$ cat config.mk
export PLATFORM = sky130hd
export DESIGN_NAME = sha256_digest
export DESIGN_NICKNAME = d
export VERILOG_FILES = /design/src/rtl/core/sha_pkg.sv /design/src/rtl/core/sha_round.sv /design/src/rtl/core/sha256_digest.sv
export SDC_FILE = /design/constraint.sdc
export NUM_CORES = 2
export LEC_CHECK = 0
export BUFFER_PORTS_ARGS = -buffer_cell sky130_fd_sc_hd__buf_2
export CORE_UTILIZATION = 45
export CTS_CLUSTER_SIZE = 28
export DETAILED_ROUTE_END_ITERATION = 8
export HOLD_SLACK_MARGIN = 0.05
export PLACE_DENSITY = 0.74
export SYNTH_ARGS = -nofsm -noshare
export SYNTH_HDL_FRONTEND = slang
export SYNTH_SLANG_ARGS = --single-unit
$ cat constraint.sdc
create_clock -name clk -period 19.3 [get_ports clk]
set_clock_uncertainty 0.15 [all_clocks]
set_input_delay 0.965 -clock clk [delete_from_list [all_inputs] [get_ports clk]]
set_output_delay 0.965 -clock clk [all_outputs]
set_load 0.01 [all_outputs]
$ cat src/rtl/core/sha_pkg.sv
// ----------------------------------------------------------------------------
// SHA-256 package
// Round constants, initial hash values, sizes, command codes and sequencer states.
// ----------------------------------------------------------------------------
`default_nettype none
package sha_pkg;
	localparam int unsigned WordW      = 32;
	localparam int unsigned BlockBytes = 64;
	localparam int unsigned Rounds     = 64;

	localparam logic CmdAbsorb = 1'b0;
	localparam logic CmdFinish = 1'b1;

	typedef logic [WordW-1:0] word_t;

	typedef enum logic [2:0] {
		ST_IDLE,
		ST_PAD,
		ST_LEN,
		ST_ROUND,
		ST_FOLD,
		ST_OUT
	} state_t;

	function automatic word_t round_k(input logic [5:0] r);
		case (r)
			6'd0: round_k = 32'h428a2f98; 6'd1: round_k = 32'h71374491;
			6'd2: round_k = 32'hb5c0fbcf; 6'd3: round_k = 32'he9b5dba5;
			6'd4: round_k = 32'h3956c25b; 6'd5: round_k = 32'h59f111f1;
			6'd6: round_k = 32'h923f82a4; 6'd7: round_k = 32'hab1c5ed5;
			6'd8: round_k = 32'hd807aa98; 6'd9: round_k = 32'h12835b01;
			6'd10: round_k = 32'h243185be; 6'd11: round_k = 32'h550c7dc3;
			6'd12: round_k = 32'h72be5d74; 6'd13: round_k = 32'h80deb1fe;
			6'd14: round_k = 32'h9bdc06a7; 6'd15: round_k = 32'hc19bf174;
			6'd16: round_k = 32'he49b69c1; 6'd17: round_k = 32'hefbe4786;
			6'd18: round_k = 32'h0fc19dc6; 6'd19: round_k = 32'h240ca1cc;
			6'd20: round_k = 32'h2de92c6f; 6'd21: round_k = 32'h4a7484aa;
			6'd22: round_k = 32'h5cb0a9dc; 6'd23: round_k = 32'h76f988da;
			6'd24: round_k = 32'h983e5152; 6'd25: round_k = 32'ha831c66d;
			6'd26: round_k = 32'hb00327c8; 6'd27: round_k = 32'hbf597fc7;
			6'd28: round_k = 32'hc6e00bf3; 6'd29: round_k = 32'hd5a79147;
			6'd30: round_k = 32'h06ca6351; 6'd31: round_k = 32'h14292967;
			6'd32: round_k = 32'h27b70a85; 6'd33: round_k = 32'h2e1b2138;
			6'd34: round_k = 32'h4d2c6dfc; 6'd35: round_k = 32'h53380d13;
			6'd36: round_k = 32'h650a7354; 6'd37: round_k = 32'h766a0abb;
			6'd38: round_k = 32'h81c2c92e; 6'd39: round_k = 32'h92722c85;
			6'd40: round_k = 32'ha2bfe8a1; 6'd41: round_k = 32'ha81a664b;
			6'd42: round_k = 32'hc24b8b70; 6'd43: round_k = 32'hc76c51a3;
			6'd44: round_k = 32'hd192e819; 6'd45: round_k = 32'hd6990624;
			6'd46: round_k = 32'hf40e3585; 6'd47: round_k = 32'h106aa070;
			6'd48: round_k = 32'h19a4c116; 6'd49: round_k = 32'h1e376c08;
			6'd50: round_k = 32'h2748774c; 6'd51: round_k = 32'h34b0bcb5;
			6'd52: round_k = 32'h391c0cb3; 6'd53: round_k = 32'h4ed8aa4a;
			6'd54: round_k = 32'h5b9cca4f; 6'd55: round_k = 32'h682e6ff3;
			6'd56: round_k = 32'h748f82ee; 6'd57: round_k = 32'h78a5636f;
			6'd58: round_k = 32'h84c87814; 6'd59: round_k = 32'h8cc70208;
			6'd60: round_k = 32'h90befffa; 6'd61: round_k = 32'ha4506ceb;
			6'd62: round_k = 32'hbef9a3f7; 6'd63: round_k = 32'hc67178f2;
			default: round_k = '0;
		endcase
	endfunction

	function automatic word_t init_h(input logic [2:0] i);
		case (i)
			3'd0: init_h = 32'h6a09e667; 3'd1: init_h = 32'hbb67ae85;
			3'd2: init_h = 32'h3c6ef372; 3'd3: init_h = 32'ha54ff53a;
			3'd4: init_h = 32'h510e527f; 3'd5: init_h = 32'h9b05688c;
			3'd6: init_h = 32'h1f83d9ab; 3'd7: init_h = 32'h5be0cd19;
			default: init_h = '0;
		endcase
	endfunction
endpackage
`default_nettype wire

$ cat src/rtl/core/sha_round.sv
// ----------------------------------------------------------------------------
// SHA-256 round unit
// One compression round per enabled cycle, with the 16-word message
// schedule window held as a shift line.
// ----------------------------------------------------------------------------
`default_nettype none
module sha_round (
	input  wire               clk,
	input  wire               load,      // start block: working vars from chain
	input  wire               step,      // run one round
	input  wire               shift_in,  // push a word into the schedule window
	input  sha_pkg::word_t    in_word,
	input  wire [5:0]         rnd,
	input  sha_pkg::word_t    chain [8],
	output sha_pkg::word_t    vars  [8]
);
	sha_pkg::word_t v_q [8];
	sha_pkg::word_t w_q [16];
	sha_pkg::word_t s0, s1, wnew, e, a, big0, big1, ch, maj, t1, t2;

	function automatic sha_pkg::word_t ror(input sha_pkg::word_t x, input int n);
		ror = (x >> n) | (x << (32 - n));
	endfunction

	always_comb begin
		s0   = ror(w_q[1], 7) ^ ror(w_q[1], 18) ^ (w_q[1] >> 3);
		s1   = ror(w_q[14], 17) ^ ror(w_q[14], 19) ^ (w_q[14] >> 10);
		wnew = s1 + w_q[9] + s0 + w_q[0];
		e    = v_q[4];
		a    = v_q[0];
		big1 = ror(e, 6) ^ ror(e, 11) ^ ror(e, 25);
		ch   = (e & v_q[5]) ^ (~e & v_q[6]);
		t1   = v_q[7] + big1 + ch + sha_pkg::round_k(rnd) + w_q[0];
		big0 = ror(a, 2) ^ ror(a, 13) ^ ror(a, 22);
		maj  = (a & v_q[1]) ^ (a & v_q[2]) ^ (v_q[1] & v_q[2]);
		t2   = big0 + maj;
	end

	always_ff @(posedge clk) begin
		if (load) begin
			for (int i = 0; i < 8; i++) v_q[i] <= chain[i];
		end else if (step) begin
			v_q[7] <= v_q[6]; v_q[6] <= v_q[5]; v_q[5] <= v_q[4];
			v_q[4] <= v_q[3] + t1;
			v_q[3] <= v_q[2]; v_q[2] <= v_q[1]; v_q[1] <= v_q[0];
			v_q[0] <= t1 + t2;
		end
		if (shift_in || step) begin
			for (int i = 0; i < 15; i++) w_q[i] <= w_q[i+1];
			w_q[15] <= shift_in ? in_word : wnew;
		end
	end

	always_comb begin
		for (int i = 0; i < 8; i++) vars[i] = v_q[i];
	end
endmodule
`default_nettype wire

$ cat src/rtl/core/sha256_digest.sv
// ----------------------------------------------------------------------------
// SHA-256 digest
// Byte-stream SHA-256 with padding and 256-bit digest output.
// ----------------------------------------------------------------------------
// channel  dir  tdata                       tuser
// s_axis   in   [7:0] data_byte             [0] cmd
// m_axis   out  [255:0] hash_word_0..7      -
// Absorb: one byte per cycle while ready; bytes pack into a 32-bit word that
// shifts into the schedule window. Every 64th byte starts the rounds and then
// a fold on the shared round unit. Finish: pad bytes are fed at one a cycle
// (up to 72 with an extra block), then rounds, then the digest is held
// until taken. Input is not ready while rounds, padding or output run.
// arst_n clears control and counters and loads the chain words with the IV.
// ----------------------------------------------------------------------------
`default_nettype none
module sha256_digest (
	input  wire         clk,
	input  wire         arst_n,
	input  wire         s_axis_tvalid,
	output logic        s_axis_tready,
	input  wire [7:0]   s_axis_tdata,   // [7:0] data_byte
	input  wire         s_axis_tuser,   // [0] cmd
	output logic        m_axis_tvalid,
	input  wire         m_axis_tready,
	output logic [255:0] m_axis_tdata   // hash_word_0 at [31:0] .. hash_word_7
);
	sha_pkg::state_t state_q, state_d;
	sha_pkg::word_t  chain_q [8];
	sha_pkg::word_t  vars [8];
	sha_pkg::word_t  pack_q, pack_d;
	logic [5:0]  fill_q, rnd_q;
	logic [63:0] bits_q, total_q;
	logic        fin_q, shift_in, load, step, feed, byte_en;
	logic [7:0]  byte_v;

	// byte stream into block: from input or from padding
	always_comb begin
		feed   = 1'b0;
		byte_v = s_axis_tdata;
		case (state_q)
			sha_pkg::ST_IDLE: feed = s_axis_tvalid && s_axis_tuser == sha_pkg::CmdAbsorb;
			sha_pkg::ST_PAD: begin
				feed   = 1'b1;
				byte_v = fin_q ? 8'h00 : 8'h80;
			end
			sha_pkg::ST_LEN: begin
				feed   = 1'b1;
				byte_v = total_q[63 - {fill_q[2:0], 3'b000} -: 8];
			end
			default: feed = 1'b0;
		endcase
		byte_en  = feed;
		pack_d   = {pack_q[23:0], byte_v};
		shift_in = byte_en && fill_q[1:0] == 2'd3;
		load     = byte_en && fill_q == 6'd63;
		step     = state_q == sha_pkg::ST_ROUND;
	end

	always_comb begin
		state_d = state_q;
		case (state_q)
			sha_pkg::ST_IDLE:
				if (s_axis_tvalid) begin
					if (s_axis_tuser == sha_pkg::CmdFinish) state_d = sha_pkg::ST_PAD;
					else if (fill_q == 6'd63) state_d = sha_pkg::ST_ROUND;
				end
			sha_pkg::ST_PAD:
				if (fill_q == 6'd63) state_d = sha_pkg::ST_ROUND;
				else if (fill_q == 6'd55) state_d = sha_pkg::ST_LEN;
			sha_pkg::ST_LEN:
				if (fill_q == 6'd63) state_d = sha_pkg::ST_ROUND;
			sha_pkg::ST_ROUND:
				if (rnd_q == 6'd63) state_d = sha_pkg::ST_FOLD;
			sha_pkg::ST_FOLD:
				if (!fin_q) state_d = sha_pkg::ST_IDLE;
				else if (total_q[0]) state_d = sha_pkg::ST_OUT;
				else if (fill_q == 6'd56) state_d = sha_pkg::ST_LEN;
				else state_d = sha_pkg::ST_PAD;
			sha_pkg::ST_OUT:
				if (m_axis_tready) state_d = sha_pkg::ST_IDLE;
			default: state_d = sha_pkg::ST_IDLE;
		endcase
	end

	// total_q[0] never set by length (multiple of 8); reused as "length done"
	always_ff @(posedge clk or negedge arst_n) begin
		if (!arst_n) begin
			state_q <= sha_pkg::ST_IDLE;
			fill_q  <= '0;
			rnd_q   <= '0;
			bits_q  <= '0;
			total_q <= '0;
			fin_q   <= 1'b0;
			pack_q  <= '0;
			for (int i = 0; i < 8; i++) chain_q[i] <= sha_pkg::init_h(3'(i));
		end else begin
			state_q <= state_d;
			if (byte_en) begin
				pack_q <= pack_d;
				fill_q <= fill_q + 6'd1;
			end
			if (state_q == sha_pkg::ST_IDLE && s_axis_tvalid) begin
				if (s_axis_tuser == sha_pkg::CmdFinish) begin
					total_q <= bits_q + {55'd0, fill_q, 3'd0};
					fin_q   <= 1'b0;
				end else if (fill_q == 6'd63) begin
					bits_q <= bits_q + 64'd512;
				end
			end
			if (state_q == sha_pkg::ST_PAD) fin_q <= 1'b1;
			if (step) rnd_q <= rnd_q + 6'd1;
			if (state_q == sha_pkg::ST_LEN && fill_q == 6'd63) total_q[0] <= 1'b1;
			if (state_q == sha_pkg::ST_FOLD) begin
				for (int i = 0; i < 8; i++) chain_q[i] <= chain_q[i] + vars[i];
				if (fin_q && !total_q[0]) fill_q <= 6'd0;
			end
			if (state_q == sha_pkg::ST_OUT && m_axis_tready) begin
				for (int i = 0; i < 8; i++) chain_q[i] <= sha_pkg::init_h(3'(i));
				bits_q  <= '0;
				total_q <= '0;
				fin_q   <= 1'b0;
				fill_q  <= '0;
			end
		end
	end

	sha_round u_round (
		.clk      (clk),
		.load     (load),
		.step     (step),
		.shift_in (shift_in),
		.in_word  (pack_d),
		.rnd      (rnd_q),
		.chain    (chain_q),
		.vars     (vars)
	);

	always_comb begin
		s_axis_tready = state_q == sha_pkg::ST_IDLE;
		m_axis_tvalid = state_q == sha_pkg::ST_OUT;
		for (int i = 0; i < 8; i++) m_axis_tdata[32*i +: 32] = chain_q[i];
	end
endmodule
`default_nettype wire

Word-level counts from Yosys, hierarchy flattened --
Memory sizes are Yosys's and may differ from the RTL's. Index checks and enable logic that the tools add are counted.
Storage, ports and cells: output and inout bits 258, bits in writable memories 768, register bits after elaboration 424, bits in read-only memories 2048, memories 3
Memory list:
- (no name shown) | words 64, width 32, read ports 1, clocked after Yosys merged registers in 0, write ports 0, line sha_pkg.sv:26 | case (r)
- u_round.w_q | words 16, width 32, read ports 16, clocked after Yosys merged registers in 0, write ports 16, line sha_round.sv:18 | sha_pkg::word_t w_q [16];
- u_round.v_q | words 8, width 32, read ports 8, clocked after Yosys merged registers in 0, write ports 8, line sha_round.sv:17 | sha_pkg::word_t v_q [8];
Cells by class: bitwise operators 36, equal/unequal tests 15, add/sub/neg operators 23, mux-type cells 48, reductions and logical operators 24, shift operators 1
Operators with widths (number):
- adder 32 bit | 18
- 2-to-1 mux 256 bit | 2
- 2-to-1 mux 64 bit | 7
- 2-to-1 mux 32 bit | 9
- bitwise XOR 32 bit | 9
- bitwise AND 32 bit | 5
- indexed part select 71 x 33 -> 8 bit | 1
- adder 64 x 10 -> 64 bit, second input constant | 1
- adder 64 x 9 -> 64 bit | 1
- inverter 32 bit | 1
- OR 10 x 32 -> 32 bit | 1
- OR 13 x 32 -> 32 bit | 1
- OR 14 x 32 -> 32 bit | 1
- OR 15 x 32 -> 32 bit | 1
- OR 19 x 32 -> 32 bit | 1
- OR 21 x 32 -> 32 bit | 1
- OR 25 x 32 -> 32 bit | 1
- OR 26 x 32 -> 32 bit | 1
- OR 30 x 32 -> 32 bit | 1
- OR 7 x 32 -> 32 bit | 1
- bitwise XOR 32 x 22 -> 32 bit | 1
- bitwise XOR 32 x 29 -> 32 bit | 1
- 2-to-1 mux 3 bit | 9
- == test 6 bit, second input constant | 4
- 28 further kinds | 68

Logic depth before layout (Yosys ltp) --
An unclocked memory read counts as a cell.
depth after elaboration 10, gate-level depth with buffers 41, mapped depth without buffers 40

By module --
Synthesis repeated with hierarchy kept, for this count alone.
Unflattened totals: cell total of the unflattened synthesis 6804, area total of the unflattened synthesis 71071.9 µm²
Modules (own cells, without submodules):
- sha_round | times used 1, seq. area each 23062.1 µm², area an instance 42564.6 µm², cells an instance 3621
- sha256_digest | times used 1, seq. area each 10530.1 µm², area an instance 28507.3 µm², cells an instance 3183

Worst setup path after synthesis --
No wires, ideal clock.
kind in2reg, start point input s_axis_tuser, end point memory u_round.v_q[0][0] (netlist name) (enable), arrival time 19357 ps, slack -1433 ps, required time 17923 ps, setup time 1227 ps, buffers on the path 1, cell stages on the path 5, path through nand2b_1 nand2_1 nand2_1 clkbuf_1 o21ai_0
RTL lines:
- start: declaration | line sha256_digest.sv:22 | input wire s_axis_tuser,
- end: declaration | line sha_round.sv:17

==> results.tsv <==
metric	value	unit
Synth Area in Adders	0.1259	
synthesized area	0.07066	mm²
CP Buf/Inv Count	9	
number of synthesized flops with an enable pin	768	
Crit Reg-Reg Endpoint	u_round.v_q[0][30]$_DFFE_PP_	
Pre-Repair DR Iteration Count	8	
initial drt markers	6187	
Yosys top cell area share	0.3264	
Syn Area/Cell	10.42	µm²
Rows	145	
clock sink count	1182	
Post-Synth Simple-Gate Area	0.1238	
worst slew pin tran	1.225	ns
Reg-to-Reg Start	rnd_q[2]$_DFFE_PN0P_	
vias post-DR	54520	
share of layout cells above drive strength 1	0.1082	
die span in y	398.2	µm
fin crit period	10.56	ns
maximum number of pins on one net before global-route repair	207	
critical path's top delay family	compound AO/OA/AOI/OAI gates	
die footprint	0.1586	mm²
CP Launch Type	flip-flop	
Post-Syn Instances	6778	
CP arrival	10.89	ns
max_cap viols	0	
post-synthesis mux area share	0.01537	
sequential area share after synthesis	0.4754	
CTS buffer count	133	
non-filler cells, final	9093	
Synth async-reset ratio	0.3503	
Routed WL per cell	25.89	µm
IO Count	271	
worst-skew pair later-pin latency	0.79	ns
Total Routed Length	235.4	mm
critical path peak fanout	68	
Yosys cell types	89	
core area	0.1560	mm²
CP max stage cell	o311ai_0	
CTS clock-pin slew for the worst setup and hold paths	0.06	ns
max_slew headroom	0.1750	
fin. max-slew vios	0	
total congestion overflow	0	
drt drc	6	
initial antenna violation count	4	
Setup Buffers After CTS	0	
Root Buffer	clkbuf_16	
Final Hold Viols	0	
Final Setup Violations	0	
WP data required	19.63	ns
failing checks	DRC	
antenna viol nets, final	0	
Layout area overhead	10.97	%
fill count	13900	
dpl cells	8852	
critical path class	flip-flop to flip-flop	
setup TNS	0	ns
Final GP Congestion	0.9940	
post_cts resized	0	
Yosys Warn Count	0	
utilization after layout	0.5025	
Synth area leaders	edfxtp_1 (33%), dfrtp_1 (9.8%), ha_1 (7.0%)	
period utilization	0.5473	
GRT Overall Usage	0.2932	
initial core utilization	0.4528	
status	finished with violations	
vias per std cell	5.996	
reg2reg setup slack	8.74	ns
Synth Area in Compound Gates	0.1486	
Synth Flop Type	edfxtp_1	
CTS Hold Bufs	0	
Seq cells post-synth	1182	
Register-to-Register Path Depth	33	
Net count, final	7533	
first-pass GRT wire length	343.8	mm
Most common cell on crit path	inv_1	
vias in the first global route	51720	
Die X	398.2	µm
TritonCTS clock tree	done	
RSZ-0062 raised after global routing	false	
Hold Path Class	primary input to async pin	
CP peak stage delay	0.80	ns
H-tree depth	4	
synthesized net count	7382	
CTS Buffer Depth	3	
fmax	94.68	MHz
Port-buffer cells	270	
largest family of logic cells by synthesized area	compound AO/OA/AOI/OAI gates	
HPWL after DPL	173.3	mm
Synth area leader	edfxtp_1	
xor/xnor share of the synthesized area	0.07611	
CP Capture Type	flip-flop	
==> worst max path at each step <==
stage / from / end / slack (ns) / cells past startpoint
6_report: rnd_q[2]$_DFFE_PN0P_ / u_round.v_q[0][30]$_DFFE_PP_ / 8.74 / 33
5_1_grt: rnd_q[2]$_DFFE_PN0P_ / u_round.v_q[0][31]$_DFFE_PP_ / 8.23 / 38
4_1_cts: rnd_q[2]$_DFFE_PN0P_ / u_round.v_q[0][30]$_DFFE_PP_ / 8.99 / 33
3_5_place_dp: rnd_q[2]$_DFFE_PN0P_ / u_round.v_q[0][31]$_DFFE_PP_ / 9.05 / 38
3_3_place_gp: rnd_q[2]$_DFFE_PN0P_ / u_round.v_q[0][30]$_DFFE_PP_ / 9.09 / 33
2_1_floorplan: s_axis_tuser / u_round.w_q[0][0]$_DFFE_PP_ / 5.38 / 7
==> area by class of cell <==
class	count	area, µm²	share of cell area
multi-input cells	4944	34680	0.4424
flip-flops and latches	1182	33600	0.4285
clock buffers	170	3642	0.04645
well taps	2058	2575	0.03284
repair buffers	320	1797	0.02292
inverters	348	1306	0.01666
clock inverters	69	799.5	0.01020
diodes	2	5.005	0.00006383
==> Yosys cell counts (37+ instances only) <==
| cell | count |
|---|---|
| a211oi_1 | 73 |
| a21o_1 | 182 |
| a21oi_1 | 448 |
| a22o_1 | 66 |
| a31oi_1 | 37 |
| and3_1 | 45 |
| clkbuf_1 | 269 |
| dfrtp_1 | 278 |
| dfstp_2 | 136 |
| edfxtp_1 | 768 |
| fa_1 | 195 |
| ha_1 | 396 |
| inv_1 | 345 |
| mux2i_1 | 41 |
| nand2_1 | 1062 |
| nand2b_1 | 78 |
| nand3_1 | 144 |
| nor2_1 | 354 |
| nor2b_1 | 52 |
| nor3_1 | 92 |
| o211ai_1 | 48 |
| o21a_1 | 51 |
| o21ai_0 | 476 |
| o21bai_1 | 47 |
| o31ai_1 | 39 |
| xnor2_1 | 357 |
| xor2_1 | 257 |
==> through the flow <==
| step | hold slack [ns] | setup WS [ns] | cell area (µm²) |
|---|---|---|---|
| 2_1_floorplan | 0.2503 | 5.379 | 70660 |
| 3_3_place_gp | 0.2502 | 9.090 | 73950 |
| 3_5_place_dp | 0.2545 | 9.052 | 73960 |
| 4_1_cts | 0.1121 | 8.987 | 78400 |
| 5_1_grt | 0.1189 | 8.234 | 78400 |
| 6_report | 0.08666 | 8.738 | 78400 |
==> placed cells by master (no fill, tap or decap), types with 41 or more instances in the layout <==
master / instances
o21bai_1: 47
nand2_1: 1058
ha_1: 396
xnor2_1: 357
o21a_1: 51
and3_1: 43
buf_2: 270
dfstp_2: 136
a22o_1: 66
fa_1: 195
a21oi_1: 448
o211ai_1: 48
dfrtp_1: 275
inv_1: 345
clkbuf_16: 137
o21ai_0: 475
mux2i_1: 41
nand2b_1: 78
edfxtp_1: 768
nor3_1: 92
a211oi_1: 73
xor2_1: 257
nor2b_1: 52
nor2_1: 351
nand3_1: 144
a21o_1: 182
buf_4: 44
==> logic make-up (layout without fill, tap and decap cells) <==
| kind of cell | count (synthesis) | in the layout |
|---|---|---|
| DFF | 1182 | 1182 |
| AOI/OAI and AO/OA | 1663 | 1663 |
| xor gates and xnor gates | 614 | 614 |
| buffers and inverters | 652 | 907 |
| muxes | 79 | 79 |
| and+or+nand+nor | 1993 | 1993 |
| other | 0 | 2 |
| adders and majority gates | 595 | 595 |
==> registers in the layout (all words and copies together) (netlist names), 6 cells and up <==
signal / cells
fill_q: 6
u_round.v_q: 256
total_q: 63
pack_q: 24
bits_q: 55
rnd_q: 6
m_axis_tdata: 256
u_round.w_q: 512
==> per-layer routing <==
| layer | part of all wire | global-route usage | vias to the layer above |
|---|---|---|---|
| met5 | 0.000055 | 0 | - |
| met4 | 0.048 | 0.1275 | 2 |
| met3 | 0.10 | 0.06087 | 537 |
| met2 | 0.43 | 0.4291 | 2879 |
| met1 | 0.42 | 0.4192 | 26740 |
| li1 | - | - | 24370 |
Power is not shown: default switching activity piles up to over one toggle a cycle in this logic, so the estimate is an artifact.
